<file path="src/psc_pkg.sv">
package psc_pkg;

  localparam int RAW_W       = 24;
  localparam int CAL_W       = 16;
  localparam int NUM_CAL     = 7;
  localparam int CFG_IDX_W   = 3;
  localparam int TEMP_W      = 18;
  localparam int PRES_W      = 24;
  localparam int SUM_W       = 64;
  localparam int MAG_W       = 64;
  localparam int YMAG_W      = 47;
  localparam int DIV_STEPS   = 47;
  localparam int CNT_W       = 6;
  localparam int M1_W        = 57;
  localparam int VMAG_W      = 48;
  localparam int ACC_W       = 105;
  localparam int P_W         = 52;
  localparam int S_W         = 51;
  localparam int QUEUE_DEPTH = 2;

  localparam logic [16:0] TEMP_LIMIT = 17'd100000;
  localparam logic signed [PRES_W-1:0] PRES_MAX = 24'sh7FFFFF;
  localparam logic signed [PRES_W-1:0] PRES_MIN = 24'sh800000;

  typedef logic [NUM_CAL-1:0][CAL_W-1:0] psc_cal_t;

  typedef struct packed {
    logic [RAW_W-1:0] raw_pressure;
    logic [RAW_W-1:0] raw_temperature;
  } psc_in_t;

  typedef struct packed {
    logic signed [TEMP_W-1:0] temp_centi;
    logic signed [PRES_W-1:0] pressure_pascal;
    logic                     divide_error;
  } psc_out_t;

  typedef struct packed {
    logic signed [13:0] c0;
    logic signed [13:0] c1;
    logic signed [9:0]  c2;
    logic signed [9:0]  c3;
    logic signed [9:0]  c4;
    logic signed [9:0]  c5;
    logic signed [9:0]  c6;
    logic signed [9:0]  a0;
    logic signed [9:0]  a1;
    logic signed [9:0]  a2;
  } psc_coef_t;

  // One classified item waiting for the divider.
  typedef struct packed {
    logic signed [SUM_W-1:0]  top;
    logic signed [SUM_W-1:0]  bot;
    logic signed [TEMP_W-1:0] centi;
    logic                     err;
  } psc_entry_t;

  typedef enum logic [2:0] {
    BK_IDLE,
    BK_LOAD,
    BK_DIV,
    BK_MULA,
    BK_MULB,
    BK_SUM,
    BK_SCALE,
    BK_DONE
  } psc_back_state_t;

  function automatic psc_coef_t psc_unpack(input psc_cal_t w);
    psc_coef_t c;
    c.c0 = w[0][15:2];
    c.c1 = {w[0][1:0], w[1][15:4]};
    c.c2 = {w[1][3:0], w[2][15:10]};
    c.c3 = w[2][9:0];
    c.c4 = w[3][15:6];
    c.c5 = {w[3][5:0], w[4][15:12]};
    c.c6 = w[4][11:2];
    c.a0 = {w[4][1:0], w[5][15:8]};
    c.a1 = {w[5][7:0], w[6][15:14]};
    c.a2 = w[6][13:4];
    return c;
  endfunction

endpackage

</file>
<file path="src/psc_queue.sv">
module psc_queue import psc_pkg::*; (
  input  logic       clk,
  input  logic       rst_n,
  input  logic       push,
  input  psc_entry_t push_data,
  output logic       full,
  input  logic       pop,
  output logic       not_empty,
  output psc_entry_t pop_data
);

  localparam int PTR_W = $clog2(QUEUE_DEPTH);

  psc_entry_t       mem_r [QUEUE_DEPTH];
  logic [PTR_W-1:0] wr_ptr_r, wr_ptr_nxt, rd_ptr_r, rd_ptr_nxt;
  logic [PTR_W:0]   count_r, count_nxt;

  assign full      = (count_r == (PTR_W+1)'(QUEUE_DEPTH));
  assign not_empty = (count_r != '0);
  assign pop_data  = mem_r[rd_ptr_r];

  always_comb begin
    wr_ptr_nxt = push ? wr_ptr_r + 1'b1 : wr_ptr_r;
    rd_ptr_nxt = pop ? rd_ptr_r + 1'b1 : rd_ptr_r;
    count_nxt  = count_r + (PTR_W+1)'(push) - (PTR_W+1)'(pop);
  end

  always_ff @(posedge clk) begin
    if (!rst_n) begin
      wr_ptr_r <= '0;
      rd_ptr_r <= '0;
      count_r  <= '0;
    end else begin
      wr_ptr_r <= wr_ptr_nxt;
      rd_ptr_r <= rd_ptr_nxt;
      count_r  <= count_nxt;
    end
  end

  always_ff @(posedge clk) begin
    if (push) begin
      mem_r[wr_ptr_r] <= push_data;
    end
  end

endmodule

</file>
<file path="config.mk">
export PLATFORM = sky130hd
export DESIGN_NAME = psc_queue
export DESIGN_NICKNAME = d
export VERILOG_FILES = /design/src/psc_pkg.sv /design/src/psc_queue.sv
export SDC_FILE = /design/constraint.sdc
export NUM_CORES = 1
export LEC_CHECK = 0
export ABC_CLOCK_PERIOD_IN_PS = 13100
export BUFFER_PORTS_ARGS = -buffer_cell sky130_fd_sc_hd__buf_4
export CAP_MARGIN = 20
export CORE_MARGIN = 3
export CORE_UTILIZATION = 52
export DETAILED_ROUTE_END_ITERATION = 10
export HOLD_SLACK_MARGIN = 0.02
export PLACE_DENSITY = 0.79
export SYNTH_ARGS = -nofsm -noshare
export SYNTH_HDL_FRONTEND = slang
export SYNTH_SLANG_ARGS = --single-unit
</file>
<file path="constraint.sdc">
create_clock -name clk -period 13.1 [get_ports clk]
set_input_delay 3.275 -clock clk [delete_from_list [all_inputs] [get_ports clk]]
set_output_delay 3.275 -clock clk [all_outputs]
set_load 0.01 [all_outputs]
</file>
Word-level counts from Yosys, hierarchy flattened:

Memories as Yosys holds them, arrays and structs flattened. A register that Yosys moved wholly into a read port is not among the register bits.
Cells that the tools add are included.

* register bits after elaboration: 4
* memory bits (writable): 294
* bits of input ports: 151
* output and inout port bits: 149
* word-level logic and storage cells: 14
* memories kept: 1

Memories
* mem_r: words 2, width 147, read ports 1, clocked after memory_dff 1, wr ports 1, line psc_queue.sv:14 `psc_entry_t mem_r [QUEUE_DEPTH];`

* add/subtract/negate cells: 4
* eq/ne operators: 1
* mux-type cells: 4
* reductions and logical operators: 1

Operator list (number)
* two-way mux 1 bit: 4
* adder 1 bit (second input constant): 2
* adder 2 x 1 -> 2 bit: 1
* == test 2 bit (second input constant): 1
* nonzero test 2 bit: 1
* subtractor 2 x 1 -> 2 bit: 1

Longest topological paths before layout:

* word-level depth: 3
* mapped depth: 6
* depth with buffers taken out: 6

Worst setup path before layout:

No wires, ideal clock.

* kind: input to register
* from: in push
* to: mem mem_r[0][0] (netlist name) (enable)
* library setup time: 0.673 ns
* arrival: 9.666 ns
* required time: 12.427 ns
* path slack: 2.761 ns
* cell stages on the path: 1
* path through: nor2b_1

* longest elaborated chain between the ends: 2

Ends and longest elaborated chain
* from (decl): line psc_queue.sv:4 `input logic push,`
* two-way mux 1 bit: line psc_queue.sv:41 `if (push) begin`
* two-way mux 1 bit (not written as such): line psc_queue.sv:42 `mem_r[wr_ptr_r] <= push_data;`
* to (decl): line psc_queue.sv:14

Every way passes these cells.

==> out/summary.txt <==
crit path DAT: 2870 ps
total CTS buffers: 28
# DRC: 0
sequential share of the synthesized area: 82.02%
clk sinks: 299
largest net degree at the start of global routing: 90
CP Cell Sequence: buf_4, buf_16, mux2_2, buf_4
gr ovfl total: 0
Worst Setup Start Kind: register
Min Clock Period, post-route: 6147 ps
Design Power: 2137 uW
Peak Freq: 162.7 MHz
CTS max path bufs: 3
clock insertion delay at the later pin of the skew report: 530 ps
crit-path max FO: 61
Ports: 300
worst hold path class: reg -> reg
DPL Wire Length: 14,400 um
post-route clock period utilization: 46.92%
Initial Util: 53.28%
Tightest Pin Transition: 964.9 ps
RSZ-0062 raised after global routing: false
Syn Area/Cell: 22.77 um2
fillcell total: 1,290
CTS H-Tree Depth: 1
MaxCap Viol Count: 0
drt via density: 5.068
hold buffers post-CTS: 0
area added between synthesis and finish: 31.05%
clock transition at the registers of the reported paths: 60 ps
Slowest-stage cell, CP: dfxtp_4
worst reg2reg setup slack: 10,250 ps
die width: 150.7 um
Relative slew margins: 35.68%
Final setup violation count: 0
VDD IR-drop max: 0.1312 mV
pwr dens: 149.8 nW/um2
synthesized cell area: 10,890 um2
WL met1: 7584 um
FP Rows: 52
core footprint: 20,430 um2
met2 WL: 11,280 um
TritonCTS clock tree: built
DR top layer: met4
Placer Congestion: 0.7613
Die ar.: 22,710 um2
Crit Path Category: reg -> out
chip height: 150.7 um
antenna violations before repair: 0
Vias: 5,519
PortBufs: 299
crit-path max cell delay: 860 ps
register bit total from synthesis: 299
clock root cell: clkbuf_16
Hold Crit Start: rd_ptr_r
Crit path top cell by count: buf_4
Global Route Usage Sum: 17.83%
Syn Inst Count: 478
warnings from Yosys: 0
Avg WL per Cell: 19.86 um
Cell variety after synth: 13
number of diodes: 0
CP Buf/Inv Count: 3
Nets: 950
skew final: 18.25 ps
share of cells above drive strength 1: 59.95%
post-cts gate resize count: 0
Post-CTS Repair Setup Buffers: 0
Final Hold Viols: 0
CP required: 9820 ps
vias in the first global route: 5,797
worst reg2reg path startpoint: wr_ptr_r
Pre-antenna DRT Iters: 4
final wirelength: 21,630 um
global-route wire length before repair: 31,130 um
CP top delay family: buffers and inverters
end of the worst register-to-register path: mem_r[0][118]
Min-Delay Path Depth: 2
DRT antenna net count: 0
Starting DRT DRC Count: 254
placed insts: 1,035
outcome: complete, no violations
Mapped Nets: 631
Final Instance Count excl. Fillers: 1,089
final setup TNS: 0 ps
Routed met3 length: 1960 um
cell leakage power: 0.005328 uW
CP Capture Type: primary output
Reg2Reg Depth: 3
max-slew violation count: 0
==> placed cells by master, fill, tap and decap left out, types with 3 or more instances in the layout <==
| cell | count |
|---|---|
| clkbuf_16 | 29 |
| mux2_2 | 147 |
| edfxtp_1 | 294 |
| clkbuf_1 | 5 |
| nor2b_1 | 3 |
| buf_4 | 303 |
| clkinv_1 | 12 |
| clkinv_2 | 3 |
| dfxtp_1 | 4 |
| and2_1 | 3 |
==> layer usage <==
metal,global-route usage (%),vias to the layer above
met5,0,-
met4,6.845,0
met3,5.659,42
met2,31.13,226
met1,20.61,2710
li1,-,2541
==> cells in the mapped netlist <==
library cell | number | area (um2)
and2_1 | 4 | 25.02
xnor3_1 | 1 | 22.52
xor2_1 | 1 | 8.760
ha_1 | 2 | 25.02
o21a_1 | 1 | 7.510
buf_6 | 15 | 168.9
nor2b_1 | 4 | 25.02
inv_1 | 2 | 7.510
edfxtp_1 | 294 | 8828
buf_2 | 1 | 5.000
or2_2 | 1 | 6.260
dfxtp_1 | 5 | 100.1
mux2_2 | 147 | 1655
==> layout make-up <==
type                    instances  area (um2)  share of cell area [%]
flip-flops and latches        299        8932                   62.62
well taps                     270       337.8                   2.368
multi-input cells             161        1785                   12.52
repair buffers                305        2330                   16.33
inverters                       2       7.507                 0.05263
clock buffers                  34       744.5                   5.219
clock inverters                18       127.6                  0.8947
==> state kept, by name (all words and copies together) (netlist names), named ones only <==
name and cells:
mem_r 294, rd_ptr_r 1, count_r 2, wr_ptr_r 1
==> worst reg2reg max path, cell delays in order (launching register included) <==
cell     delay (ps)
dfxtp_1         360
nor2b_4         410
buf_4           710
buf_4           910
==> stage by stage <==
step / utilization, % / setup slack [ps] / area, um2 / hold WS [ps]
2_1_floorplan: - / 2761 / 10890 / 554.6
3_3_place_gp: 65.29 / 7275 / 13340 / 557.3
3_5_place_dp: 65.29 / 7174 / 13340 / 567.8
4_1_cts: 69.56 / 6709 / 14210 / 587.9
5_1_grt: 69.82 / 6778 / 14260 / 615.0
6_report: 69.82 / 6953 / 14260 / 585.7
==> cells by family after synthesis <==
family          Yosys count  synth area share, %
flops                   299                82.02
mux                     147                15.21
buf+inv                  18                1.667
simple gates              9               0.5172
xor+xnor                  2               0.2874
fa+ha+maj                 2               0.2298
compound gates            1              0.06899
==> how the worst max path moves through the flow <==
stage / from / endpoint / depth (start not counted)
floorplan: push / mem_r[0][0] / 1
global placement: push / mem_r[0][1] / 4
detailed placement: push / mem_r[0][137] / 4
CTS: register / pop_data[64] / 3
global route: register / pop_data[83] / 4
finish: register / pop_data[83] / 4
==> power breakdown <==
group / total, uW / internal [uW] / switching, uW
Sequential: 1130 / 1110 / 18.4
Clock: 759 / 440 / 319
Combinational: 252 / 140 / 112
Total: 2140 / 1690 / 449
(Power assumes the default switching activity.)
